===== config.mk =====
export PLATFORM = sky130hd
export DESIGN_NAME = signal_level_to_percent
export DESIGN_NICKNAME = d
export VERILOG_FILES = /design/src/design/slp_pkg.sv /design/src/design/slp_scale.sv /design/src/design/slp_region.sv /design/src/design/slp_interp.sv /design/src/design/signal_level_to_percent.sv
export VERILOG_INCLUDE_DIRS = /design/src /design/src/design
export SDC_FILE = /design/constraint.sdc
export NUM_CORES = 2
export LEC_CHECK = 0
export BUFFER_PORTS_ARGS = -buffer_cell sky130_fd_sc_hd__buf_2
export CORE_MARGIN = 2
export CORE_UTILIZATION = 45
export CTS_BUF_LIST = sky130_fd_sc_hd__clkbuf_8
export DETAILED_ROUTE_END_ITERATION = 10
export SYNTH_ARGS = -nofsm -noshare
export SYNTH_HDL_FRONTEND = slang
export SYNTH_SLANG_ARGS = --single-unit

===== constraint.sdc =====
create_clock -name clk -period 14.77 [get_ports clk]
set_input_delay 1.477 -clock clk [delete_from_list [all_inputs] [get_ports clk]]
set_output_delay 1.477 -clock clk [all_outputs]
set_load 0.01 [all_outputs]

===== src/design/signal_level_to_percent_macros.svh =====
// ----------------------------------------------------------------------------
// signal level to percent assertion macros
// shared concurrent assertion forms for the level mapper
// ----------------------------------------------------------------------------
`ifndef SIGNAL_LEVEL_TO_PERCENT_MACROS_SVH
`define SIGNAL_LEVEL_TO_PERCENT_MACROS_SVH

// same-cycle implication, disabled while in reset
`define SLP_ASSERT_IMPLY(label, clk, rst_n, ante, cons, msg) \
  label: assert property (@(posedge clk) disable iff (!rst_n) (ante) |-> (cons)) \
    else $error(msg);

// implication with a delay given by the lat argument
`define SLP_ASSERT_DELAY(label, clk, rst_n, ante, lat, cons, msg) \
  label: assert property (@(posedge clk) disable iff (!rst_n) (ante) |-> ##lat (cons)) \
    else $error(msg);

`endif


===== src/design/slp_pkg.sv =====
// ----------------------------------------------------------------------------
// slp_pkg
// types, codes, breakpoint tables and reciprocal constants for the mapper
// ----------------------------------------------------------------------------
`default_nettype none

package slp_pkg;

  // measurement kind
  localparam logic OP_STRENGTH = 1'b0;
  localparam logic OP_QUALITY  = 1'b1;

  // radio technology
  localparam logic [2:0] TECH_GSM   = 3'd0;
  localparam logic [2:0] TECH_EDGE  = 3'd1;
  localparam logic [2:0] TECH_UTRAN = 3'd2;
  localparam logic [2:0] TECH_LTE   = 3'd3;
  localparam logic [2:0] TECH_CATM1 = 3'd4;
  localparam logic [2:0] TECH_NB1   = 3'd5;

  // divide by 100 of a magnitude of at most 32768: (a * 5243) >> 19 is exact
  localparam int RECIP_DIV100 = 5243;
  localparam int DIV100_SHIFT = 19;
  localparam int DIV_PROD_W   = 29;
  localparam int LVL_MAG_W    = 10;

  // one quarter of full scale times 100
  localparam int SCALE_QTR = 65535 * 25;

  // small reciprocal for the remainder term, 16 bit fraction
  localparam int RECIP_ONE   = 65536;
  localparam int RECIP_SHIFT = 16;

  // final divide by 100 of a 23 bit sum: (s * 10737419) >> 30 is exact
  localparam int RECIP_PCT = 10737419;
  localparam int PCT_SHIFT = 30;

  localparam logic [15:0] FULL_SCALE = 16'hFFFF;

  typedef enum logic [2:0] {
    TBL_NONE,
    TBL_STRN_GSM,
    TBL_STRN_UTRAN,
    TBL_STRN_LTE,
    TBL_QUAL_UTRAN,
    TBL_QUAL_LTE
  } slp_tbl_t;

  typedef logic signed [10:0] slp_lvl_t;
  typedef slp_lvl_t [4:0] slp_bkpts_t;

  typedef struct packed {
    logic              op;
    logic [2:0]        tech;
    logic signed [15:0] raw_level;
  } slp_in_t;

  typedef struct packed {
    logic [15:0] percent;
    logic        unsupported;
  } slp_out_t;

  // per span constants: C = q * span + rm, so d*C/span = d*q + d*rm/span
  typedef struct packed {
    logic [20:0] q;
    logic [5:0]  rm;
    logic [15:0] mrec;
  } slp_coef_t;

  // result overrides that travel beside the arithmetic
  typedef struct packed {
    logic unsup;
    logic below;
    logic above;
  } slp_flags_t;

  typedef struct packed {
    slp_tbl_t               tbl;
    logic                   neg;
    logic [DIV_PROD_W-1:0]  prod;
  } slp_s1_t;

  typedef struct packed {
    slp_flags_t flags;
    logic [1:0] region;
    logic [5:0] delta;
    slp_coef_t  coef;
  } slp_s2_t;

  typedef struct packed {
    slp_flags_t  flags;
    logic [22:0] base;
    logic [20:0] whole;
    logic [10:0] part;
    logic [15:0] mrec;
  } slp_s3_t;

  typedef struct packed {
    slp_flags_t  flags;
    logic [22:0] sum;
  } slp_s4_t;

  typedef struct packed {
    slp_flags_t  flags;
    logic [46:0] prod;
  } slp_s5_t;

  localparam slp_bkpts_t BKPT_STRN_GSM =
    {-11'sd89, -11'sd97, -11'sd103, -11'sd107, -11'sd111};
  localparam slp_bkpts_t BKPT_STRN_UTRAN =
    {-11'sd85, -11'sd95, -11'sd105, -11'sd115, -11'sd121};
  localparam slp_bkpts_t BKPT_STRN_LTE =
    {-11'sd70, -11'sd85, -11'sd95, -11'sd105, -11'sd141};
  localparam slp_bkpts_t BKPT_QUAL_UTRAN =
    {-11'sd2, -11'sd5, -11'sd10, -11'sd17, -11'sd24};
  localparam slp_bkpts_t BKPT_QUAL_LTE =
    {-11'sd6, -11'sd8, -11'sd10, -11'sd16, -11'sd20};

  function automatic slp_tbl_t pick_table(input logic op, input logic [2:0] tech);
    slp_tbl_t t;
    t = TBL_NONE;
    if (op == OP_STRENGTH) begin
      unique case (tech) inside
        TECH_GSM, TECH_EDGE:           t = TBL_STRN_GSM;
        TECH_UTRAN:                    t = TBL_STRN_UTRAN;
        TECH_LTE, TECH_CATM1, TECH_NB1: t = TBL_STRN_LTE;
        default:                       t = TBL_NONE;
      endcase
    end else begin
      unique case (tech) inside
        TECH_UTRAN:                    t = TBL_QUAL_UTRAN;
        TECH_LTE, TECH_CATM1, TECH_NB1: t = TBL_QUAL_LTE;
        default:                       t = TBL_NONE;
      endcase
    end
    return t;
  endfunction

  function automatic slp_bkpts_t table_bkpts(input slp_tbl_t tbl);
    slp_bkpts_t b;
    b = '0;
    unique case (tbl)
      TBL_STRN_GSM:   b = BKPT_STRN_GSM;
      TBL_STRN_UTRAN: b = BKPT_STRN_UTRAN;
      TBL_STRN_LTE:   b = BKPT_STRN_LTE;
      TBL_QUAL_UTRAN: b = BKPT_QUAL_UTRAN;
      TBL_QUAL_LTE:   b = BKPT_QUAL_LTE;
      default:        b = '0;
    endcase
    return b;
  endfunction

  // quotient, remainder and 16 bit reciprocal for every span in the tables
  function automatic slp_coef_t span_coef(input logic [5:0] span);
    slp_coef_t c;
    c = '0;
    unique case (span)
      6'd2: begin
        c.q = 21'(SCALE_QTR / 2); c.rm = 6'(SCALE_QTR % 2);
        c.mrec = 16'((RECIP_ONE + 1) / 2);
      end
      6'd3: begin
        c.q = 21'(SCALE_QTR / 3); c.rm = 6'(SCALE_QTR % 3);
        c.mrec = 16'((RECIP_ONE + 2) / 3);
      end
      6'd4: begin
        c.q = 21'(SCALE_QTR / 4); c.rm = 6'(SCALE_QTR % 4);
        c.mrec = 16'((RECIP_ONE + 3) / 4);
      end
      6'd5: begin
        c.q = 21'(SCALE_QTR / 5); c.rm = 6'(SCALE_QTR % 5);
        c.mrec = 16'((RECIP_ONE + 4) / 5);
      end
      6'd6: begin
        c.q = 21'(SCALE_QTR / 6); c.rm = 6'(SCALE_QTR % 6);
        c.mrec = 16'((RECIP_ONE + 5) / 6);
      end
      6'd7: begin
        c.q = 21'(SCALE_QTR / 7); c.rm = 6'(SCALE_QTR % 7);
        c.mrec = 16'((RECIP_ONE + 6) / 7);
      end
      6'd8: begin
        c.q = 21'(SCALE_QTR / 8); c.rm = 6'(SCALE_QTR % 8);
        c.mrec = 16'((RECIP_ONE + 7) / 8);
      end
      6'd10: begin
        c.q = 21'(SCALE_QTR / 10); c.rm = 6'(SCALE_QTR % 10);
        c.mrec = 16'((RECIP_ONE + 9) / 10);
      end
      6'd15: begin
        c.q = 21'(SCALE_QTR / 15); c.rm = 6'(SCALE_QTR % 15);
        c.mrec = 16'((RECIP_ONE + 14) / 15);
      end
      6'd36: begin
        c.q = 21'(SCALE_QTR / 36); c.rm = 6'(SCALE_QTR % 36);
        c.mrec = 16'((RECIP_ONE + 35) / 36);
      end
      default: c = '0;
    endcase
    return c;
  endfunction

endpackage

`default_nettype wire


===== src/design/slp_scale.sv =====
// ----------------------------------------------------------------------------
// slp_scale
// first stage: table decode and magnitude times reciprocal of 100
// ----------------------------------------------------------------------------
`default_nettype none

module slp_scale (
  input  wire logic            clk,
  input  wire logic            rst_n,
  input  wire logic            in_valid,
  input  wire slp_pkg::slp_in_t in_word,
  output logic                 s1_valid,
  output slp_pkg::slp_s1_t     s1_word
);

  logic             valid_r;
  slp_pkg::slp_s1_t s1_r;
  slp_pkg::slp_s1_t s1_nxt;
  logic [15:0]      mag;

  always_comb begin
    // -(-32768) wraps to 16'h8000, which is the right magnitude unsigned
    mag = in_word.raw_level[15] ? 16'(-in_word.raw_level) : 16'(in_word.raw_level);
    s1_nxt.tbl  = slp_pkg::pick_table(in_word.op, in_word.tech);
    s1_nxt.neg  = in_word.raw_level[15];
    s1_nxt.prod = slp_pkg::DIV_PROD_W'(mag) *
                  slp_pkg::DIV_PROD_W'(slp_pkg::RECIP_DIV100);
  end

  always_ff @(posedge clk) begin
    if (!rst_n) begin
      valid_r <= 1'b0;
    end else begin
      valid_r <= in_valid;
    end
  end

  always_ff @(posedge clk) begin
    s1_r <= s1_nxt;
  end

  assign s1_valid = valid_r;
  assign s1_word  = s1_r;

endmodule

`default_nettype wire


===== src/design/slp_region.sv =====
// ----------------------------------------------------------------------------
// slp_region
// second stage: signed level, breakpoint compare, region and span constants
// ----------------------------------------------------------------------------
`default_nettype none

module slp_region (
  input  wire logic             clk,
  input  wire logic             rst_n,
  input  wire logic             s1_valid,
  input  wire slp_pkg::slp_s1_t s1_word,
  output logic                  s2_valid,
  output slp_pkg::slp_s2_t      s2_word
);

  logic                 valid_r;
  slp_pkg::slp_s2_t     s2_r;
  slp_pkg::slp_s2_t     s2_nxt;
  slp_pkg::slp_bkpts_t  bk;
  slp_pkg::slp_lvl_t    t [5];
  slp_pkg::slp_lvl_t    lvl;
  slp_pkg::slp_lvl_t    lo;
  slp_pkg::slp_lvl_t    hi;
  slp_pkg::slp_lvl_t    span_w;
  slp_pkg::slp_lvl_t    delta_w;
  logic [slp_pkg::LVL_MAG_W-1:0] q;
  logic [1:0]           region;

  always_comb begin
    bk = slp_pkg::table_bkpts(s1_word.tbl);
    for (int i = 0; i < 5; i++) begin
      t[i] = bk[i];
    end
    q   = s1_word.prod[slp_pkg::DIV100_SHIFT +: slp_pkg::LVL_MAG_W];
    // truncation toward zero: divide the magnitude, then restore the sign
    lvl = s1_word.neg ? -slp_pkg::slp_lvl_t'({1'b0, q}) : slp_pkg::slp_lvl_t'({1'b0, q});

    if (lvl >= t[3]) begin
      region = 2'd3;
    end else if (lvl >= t[2]) begin
      region = 2'd2;
    end else if (lvl >= t[1]) begin
      region = 2'd1;
    end else begin
      region = 2'd0;
    end

    lo      = t[region];
    hi      = t[3'({1'b0, region}) + 3'd1];
    span_w  = hi - lo;
    delta_w = lvl - lo;

    s2_nxt.flags.unsup = (s1_word.tbl == slp_pkg::TBL_NONE);
    s2_nxt.flags.below = (lvl < t[0]);
    s2_nxt.flags.above = (lvl >= t[4]);
    s2_nxt.region      = region;
    s2_nxt.delta       = delta_w[5:0];
    s2_nxt.coef        = slp_pkg::span_coef(span_w[5:0]);
  end

  always_ff @(posedge clk) begin
    if (!rst_n) begin
      valid_r <= 1'b0;
    end else begin
      valid_r <= s1_valid;
    end
  end

  always_ff @(posedge clk) begin
    s2_r <= s2_nxt;
  end

  assign s2_valid = valid_r;
  assign s2_word  = s2_r;

endmodule

`default_nettype wire


===== src/design/slp_interp.sv =====
// ----------------------------------------------------------------------------
// slp_interp
// stages three to five: interpolation products, sum, divide by 100
// ----------------------------------------------------------------------------
`default_nettype none

module slp_interp (
  input  wire logic             clk,
  input  wire logic             rst_n,
  input  wire logic             s2_valid,
  input  wire slp_pkg::slp_s2_t s2_word,
  output logic                  s5_valid,
  output slp_pkg::slp_s5_t      s5_word
);

  logic             v3_r;
  logic             v4_r;
  logic             v5_r;
  slp_pkg::slp_s3_t s3_r;
  slp_pkg::slp_s3_t s3_nxt;
  slp_pkg::slp_s4_t s4_r;
  slp_pkg::slp_s4_t s4_nxt;
  slp_pkg::slp_s5_t s5_r;
  slp_pkg::slp_s5_t s5_nxt;
  logic [26:0]      frac_prod;
  logic [5:0]       frac;

  // stage 3: d*q, d*rm and the region base
  always_comb begin
    s3_nxt.flags = s2_word.flags;
    s3_nxt.base  = 23'(s2_word.region) * 23'(slp_pkg::SCALE_QTR);
    s3_nxt.whole = 21'(27'(s2_word.delta) * 27'(s2_word.coef.q));
    s3_nxt.part  = 11'(s2_word.delta) * 11'(s2_word.coef.rm);
    s3_nxt.mrec  = s2_word.coef.mrec;
  end

  // stage 4: floor(d*rm/span) through the small reciprocal, then the sum
  always_comb begin
    frac_prod    = 27'(s3_r.part) * 27'(s3_r.mrec);
    frac         = frac_prod[slp_pkg::RECIP_SHIFT +: 6];
    s4_nxt.flags = s3_r.flags;
    s4_nxt.sum   = s3_r.base + 23'(s3_r.whole) + 23'(frac);
  end

  // stage 5: sum times reciprocal of 100
  always_comb begin
    s5_nxt.flags = s4_r.flags;
    s5_nxt.prod  = 47'(s4_r.sum) * 47'(slp_pkg::RECIP_PCT);
  end

  always_ff @(posedge clk) begin
    if (!rst_n) begin
      v3_r <= 1'b0;
      v4_r <= 1'b0;
      v5_r <= 1'b0;
    end else begin
      v3_r <= s2_valid;
      v4_r <= v3_r;
      v5_r <= v4_r;
    end
  end

  always_ff @(posedge clk) begin
    s3_r <= s3_nxt;
    s4_r <= s4_nxt;
    s5_r <= s5_nxt;
  end

  assign s5_valid = v5_r;
  assign s5_word  = s5_r;

endmodule

`default_nettype wire


===== src/design/signal_level_to_percent.sv =====
// ----------------------------------------------------------------------------
// signal_level_to_percent
// maps a radio level in hundredths of dB(m) to a 0..65535 percentage through
// five-breakpoint piecewise linear tables chosen by technology and kind
// ----------------------------------------------------------------------------
//
//   channel   ports                         handshake
//   -------   ---------------------------   ---------------------------------
//   input     start, busy, in_word          word taken when start && !busy
//   result    out_valid, out_word           one-cycle strobe, no backpressure
//
// one word can enter every cycle; busy stays low
// from the accepting edge to the edge that takes the result, a word passes:
//   scale multiply, region compare, products, sum, divide by 100, output reg
// the rate is set by the pipeline, one word per cycle through every stage
// reset clears only the valid bits of each stage; data registers are free
// the result side cannot stall, so nothing in the pipe ever waits
//
`default_nettype none

module signal_level_to_percent (
  input  wire logic              clk,
  input  wire logic              rst_n,
  input  wire logic              start,
  output logic                   busy,
  input  wire slp_pkg::slp_in_t  in_word,
  output logic                   out_valid,
  output slp_pkg::slp_out_t      out_word
);

`include "signal_level_to_percent_macros.svh"

  localparam int LATENCY = 6;

  logic              in_valid;
  logic              s1_valid;
  slp_pkg::slp_s1_t  s1_word;
  logic              s2_valid;
  slp_pkg::slp_s2_t  s2_word;
  logic              s5_valid;
  slp_pkg::slp_s5_t  s5_word;
  logic              out_valid_r;
  slp_pkg::slp_out_t out_r;
  slp_pkg::slp_out_t out_nxt;
  logic [15:0]       pct;
  logic              in_unsup;

  // fully pipelined: always ready for the next word
  assign busy     = 1'b0;
  assign in_valid = start && !busy;

  // no table for the incoming technology and kind, for the checks below
  assign in_unsup = (slp_pkg::pick_table(in_word.op, in_word.tech) == slp_pkg::TBL_NONE);

  // stage 1: table pick and |level| * reciprocal of 100
  slp_scale u_scale (
    .clk      (clk),
    .rst_n    (rst_n),
    .in_valid (in_valid),
    .in_word  (in_word),
    .s1_valid (s1_valid),
    .s1_word  (s1_word)
  );

  // stage 2: signed level, region search against the breakpoints
  slp_region u_region (
    .clk      (clk),
    .rst_n    (rst_n),
    .s1_valid (s1_valid),
    .s1_word  (s1_word),
    .s2_valid (s2_valid),
    .s2_word  (s2_word)
  );

  // stages 3 to 5: interpolation within the region and final scaling
  slp_interp u_interp (
    .clk      (clk),
    .rst_n    (rst_n),
    .s2_valid (s2_valid),
    .s2_word  (s2_word),
    .s5_valid (s5_valid),
    .s5_word  (s5_word)
  );

  // stage 6: clamp and override, then the output register
  always_comb begin
    pct = s5_word.prod[slp_pkg::PCT_SHIFT +: 16];
    out_nxt.unsupported = s5_word.flags.unsup;
    if (s5_word.flags.unsup || s5_word.flags.below) begin
      // no table, or level under the first breakpoint
      out_nxt.percent = '0;
    end else if (s5_word.flags.above) begin
      // at or above the last breakpoint
      out_nxt.percent = slp_pkg::FULL_SCALE;
    end else begin
      out_nxt.percent = pct;
    end
  end

  always_ff @(posedge clk) begin
    if (!rst_n) begin
      out_valid_r <= 1'b0;
    end else begin
      out_valid_r <= s5_valid;
    end
  end

  always_ff @(posedge clk) begin
    out_r <= out_nxt;
  end

  assign out_valid = out_valid_r;
  assign out_word  = out_r;

  // every accepted word comes out after the fixed latency
  `SLP_ASSERT_DELAY(a_latency, clk, rst_n, start && !busy, LATENCY, out_valid, "word lost in pipe")

  // an unsupported word reports zero
  `SLP_ASSERT_IMPLY(a_unsup_zero, clk, rst_n, out_valid && out_word.unsupported, out_word.percent == 16'd0, "unsupported result not zero")

  // a word taken in with no table for its technology and kind raises the error flag
  `SLP_ASSERT_DELAY(a_unsup_flag, clk, rst_n, start && !busy && in_unsup, LATENCY, out_word.unsupported, "unsupported flag missing")

endmodule

`default_nettype wire


=== Yosys cells after proc, flatten, opt, wreduce, memory -nomap -nowiden ===
Index checks and enable logic that the tools add are counted.

* Register bits after elaboration: 258
* Input bits: 23

* Add/sub/neg operators: 7
* Multipliers: 6
* Magnitude comparators: 7
* Equality and inequality tests: 20
* Muxes and demuxes: 17
* Bitwise logic cells: 2
* Reductions and logical operators: 5

{| class="wikitable"
|+ Operator list
! kind !! number
|-
| $pmux 42 s10 || 1
|-
| $pmux 55 s5 || 1
|-
| $bmux 11 s3 || 2
|-
| $mul 23x24->46 const B || 1
|-
| $ge 11x11->1 || 4
|-
| $mux 16 || 2
|-
| $mul 16x13->29 const B || 1
|-
| $eq 6x3->1 const B || 4
|-
| $mux 6 || 4
|-
| $add 23x21->23 || 1
|-
| $add 23x6->23 || 1
|-
| $mul 2x21->23 const B || 1
|-
| $mul 11x16->22 || 1
|-
| $mul 6x20->21 || 1
|-
| $eq 6x4->1 const B || 3
|-
| $neg 16->16 || 1
|-
| $eq 3x2->1 const B || 4
|-
| $eq 3x3->1 const B || 4
|-
| $eq 6x2->1 const B || 2
|-
| $sub 6x6->6 || 2
|-
| $lt 11x11->1 || 1
|-
| $mul 6x6->11 || 1
|-
| $mux 11 || 1
|-
| $neg 10->11 || 1
|-
| other kinds (16) || 19
|}

=== Depth between registers and ports, before layout ===
* Word-level depth: 14
* Gate-level depth with buffers: 34
* Depth with buffers taken out: 33

=== By module ===
From an unflattened synthesis, not the netlist that was laid out.

* Cells, all modules: 3451
* Area, all modules: 32399.8 um^2

{| class="wikitable"
|+ Modules (own cells, without submodules)
! module !! times used !! cells an instance !! area an instance (um^2) !! seq. area each (um^2)
|-
| slp_interp || 1 || 2244 || 21967.3 || 2702.6
|-
| slp_scale || 1 || 619 || 5724.2 || 680.7
|-
| slp_region || 1 || 547 || 4171.5 || 1001.0
|-
| signal_level_to_percent || 1 || 41 || 536.8 || 360.3
|}

=== Least setup slack after synthesis ===
OpenSTA, ideal clock, no wires.

* Kind: register -> register
* Start: reg u_interp.s3_r[18] (netlist bit)
* End: reg u_interp.s4_r[22] (netlist bit)
* Library setup time: 0.072 ns
* Arrival: 7.437 ns
* Path slack: 7.261 ns
* Stages on the path, launching flop included: 31
* Path buffers: 1
* Clock period less this slack: 7.509 ns
* Path through: dfxtp_1 > clkbuf_1 > nand2_1 > fa_1 > fa_1 > inv_1 > fa_1 > fa_1 > inv_1 > fa_1 > inv_1 > ha_1 > a21o_1 > a21o_1 > a21oi_1 > o221ai_1 > o41ai_1 > o21bai_1 > a21oi_1 > xnor2_1 > fa_1 > ha_1 > o21a_1 > o31a_1 > o21ai_0 > a211oi_1 > o31a_1 > nor4_1 > o31ai_1 > a21oi_1 > xnor2_1

{| class="wikitable"
|+ RTL lines
! element !! line !! source
|-
| start, declared || slp_interp.sv:19 || <nowiki>slp_pkg::slp_s3_t s3_r;</nowiki>
|-
| start signal, assigned || slp_interp.sv:64 || <nowiki>s3_r <= s3_nxt;</nowiki>
|-
| end signal, assigned || slp_interp.sv:65 || <nowiki>s4_r <= s4_nxt;</nowiki>
|-
| end, declared || slp_interp.sv:21 || <nowiki>slp_pkg::slp_s4_t s4_r;</nowiki>
|}

==> impl_metrics.env <==
export IMPL_status="complete, no violations"
export IMPL_die_area_sq_um=64900
export IMPL_wl_per_cell_um=15.9
export IMPL_startpoint_type="register"
export IMPL_cts_tree="done"
export IMPL_rows=91
export IMPL_final_cells=3795
export IMPL_dp_hpwl_um=52400
export IMPL_numCtsBuffers=17
export IMPL_slew_violations=0
export IMPL_cts_path_max_buffers=2
export IMPL_clock_sinks=187
export IMPL_crit_top_cell="fa_1"
export IMPL_synth_seq_cells=187
export IMPL_ios=42
export IMPL_crit_arrival_ns=8.84
export IMPL_dp_cells=3762
export IMPL_synthToLayoutAreaGrowth_pct=5.25
export IMPL_critPathMaxStageDelay_ns=0.73
export IMPL_multi_input_area_sq_um=21800
export IMPL_critPathKind="reg2reg"
export IMPL_clk_latency_ns=0.55
export IMPL_vias=18900
export IMPL_synth_fp_nets=3931
export IMPL_first_pass_iters=5
export IMPL_ys_seq_area_share_pct=13.2
export IMPL_drt_iter0_markers=770
export IMPL_hold_class="reg2reg"
export IMPL_grt_max_degree=28
export IMPL_hold_buffers=0
export IMPL_route_detailed_drc=0
export IMPL_cts_setup_buffers=0
export IMPL_place_congestion=0.948
export IMPL_drive_gt1_share_pct=3.42
export IMPL_tightest_slew_ns=1.22
export IMPL_cap_violations=0
export IMPL_fin_crit_ns=8.37
export IMPL_syn_area_per_cell_sq_um=9.63
export IMPL_antenna_left=0
export IMPL_crit_slowest_cell="dfxtp_1"
export IMPL_end_kind="register"
export IMPL_critPathMaxFanout=16
export IMPL_finalHoldViolCount=0
export IMPL_floorplan_initialDensity_pct=45.7
export IMPL_fillers=5911
export IMPL_dieHeight_um=255
export IMPL_ys_flop_type="dfxtp_1"
export IMPL_synthesis_instances=2936
export IMPL_cts_root_buf="clkbuf_8"
export IMPL_grt_pass1_wl_um=101000
export IMPL_yosysWarnings=0
export IMPL_core_sq_um=61900
export IMPL_htreeDepth=4
export IMPL_finalNetCount=3939
export IMPL_mappedNetlistArea_sq_um=28300
export IMPL_synthArstFlopShare_pct=0
export IMPL_slew_headroom_pct=18.3
export IMPL_grt_pass1_vias=20300
export IMPL_post_route_period_util_pct=56.7
export IMPL_synth_edf_count=0
export IMPL_register_area_sq_um=3740
export IMPL_grt_overflow=0
export IMPL_grt_antenna_before_repair=2
export IMPL_rsz0062_at_grt="no"
export IMPL_tns_ns=0
export IMPL_fin_skew_ns=0.0221
export IMPL_crit_family="adder cells"
export IMPL_via_per_inst=4.99
export IMPL_cp_num_buf_inv=3
export IMPL_wirelength_um=60300
export IMPL_yosysUniqueCellTypes=76
export IMPL_crit_required_ns=15.24
export IMPL_cts_resized=0
export IMPL_port_buffers=40
export IMPL_finalSetupViolCount=0
export IMPL_die_w_um=255
export IMPL_fmax_mhz=119
export IMPL_grtUsageTotal_pct=19.7
export IMPL_clkTransAtPathRegs_ns=0.10
-- final timing paths --
kind                             start                end  slack, ns  depth (start not counted)
hold / removal    u_region.s2_word[15]  u_interp.s3_r[15]       0.33                          0
setup / recovery     u_interp.s3_r[18]  u_interp.s4_r[22]       6.40                         28
setup reg to reg     u_interp.s3_r[18]  u_interp.s4_r[22]       6.40                         28
hold reg to reg   u_region.s2_word[15]  u_interp.s3_r[15]       0.33                          0
-- Yosys cell counts, types with 8 or more instances --
master    count  area, sq um
clkbuf_1     54          203
nor2_1       91          342
nor2b_1      18          113
dfxtp_1     187         3740
and2_1      126          788
nand2b_1     19          119
a21oi_1      87          435
inv_1       658         2470
o21bai_1      8         60.1
xnor2_1      97          850
fa_1        469         9390
nand4_1       9         56.3
o21ai_0      59          295
o21a_1       37          278
a211oi_1     11         82.6
nor3_1       27          135
xor2_1       21          184
a21o_1       33          248
and3_1        8         50.1
a31oi_1      11         68.8
nand2_1     252          946
ha_1        503         6290
nand3_1      32          160
-- layout make-up --
class	count	area share, %
Multi-Input combinational cell	2030	73.4
Sequential cell	187	12.6
Inverter	661	8.33
Tap cell	837	3.52
Timing Repair Buffer	47	0.849
Clock buffer	17	0.786
Clock inverter	15	0.576
Antenna cell	1	0.00841
-- sequential cells by signal, indices dropped and copies added, names as in the netlist --
register	cells
u_interp.v3_r	1
u_interp.s3_r	56
u_interp.s5_word	19
out_valid	1
u_scale.s1_word	14
u_interp.s5_valid	1
out_word	17
u_scale.s1_valid	1
u_region.s2_valid	1
u_interp.s4_r	26
u_interp.v4_r	1
u_region.s2_word	49
-- metal layers --
layer / share of wire, % / vias up / global-route usage, % / wire length (um)
li1: - / 9229 / - / -
met4: 2.0 / 2 / 5.15 / 1230
met5: 0.022 / - / 0 / 13
met3: 2.9 / 63 / 2.59 / 1760
met2: 50 / 262 / 34.8 / 30400
met1: 45 / 9382 / 25.4 / 26900
-- kinds of logic (layout without fill, tap and decap cells) --
logic type               count (synthesis)  count (layout)  synth area share, %
XOR/XNOR                               119             119                 3.73
multiplexers                             3               3                0.115
AND/OR/NAND/NOR                        619             619                 10.6
flip-flops                             187             187                 13.2
other                                    1               2               0.0133
adder cells (fa/ha/maj)                972             972                 55.4
buffers and inverters                  719             740                 9.56
AO/OA/AOI/OAI                          316             316                 7.32
-- through the flow --
step / setup slack [ns] / area, sq um / utilization (%) / hold WS (ns)
4_1_cts: 6.38 / 29800 / 48.1 / 0.335
2_1_floorplan: 7.26 / 28300 / - / 0.310
6_report: 6.40 / 29800 / 48.1 / 0.332
3_3_place_gp: 6.49 / 29400 / 47.4 / 0.313
3_5_place_dp: 6.40 / 29400 / 47.4 / 0.312
5_1_grt: 5.79 / 29800 / 48.1 / 0.347
-- cell usage in the layout, fill, tap and decap left out, drive strengths merged, types with 8 or more instances in the layout --
cell,Yosys,final
inv,660,669
ha,503,503
fa,469,469
nand2,252,252
dfxtp,187,187
and2,126,126
xnor2,97,97
nor2,91,91
a21oi,87,87
o21ai,64,64
buf,4,47
o21a,37,37
a21o,33,33
nand3,33,33
nor3,27,27
xor2,21,21
nand2b,19,19
nor2b,18,18
clkbuf,54,17
a211oi,11,11
a31oi,11,11
nand4,9,9
and3,8,8
o21bai,8,8
or2,8,8
Power is not shown: default switching activity piles up to over one toggle a cycle in this logic, so the estimate is an artifact.
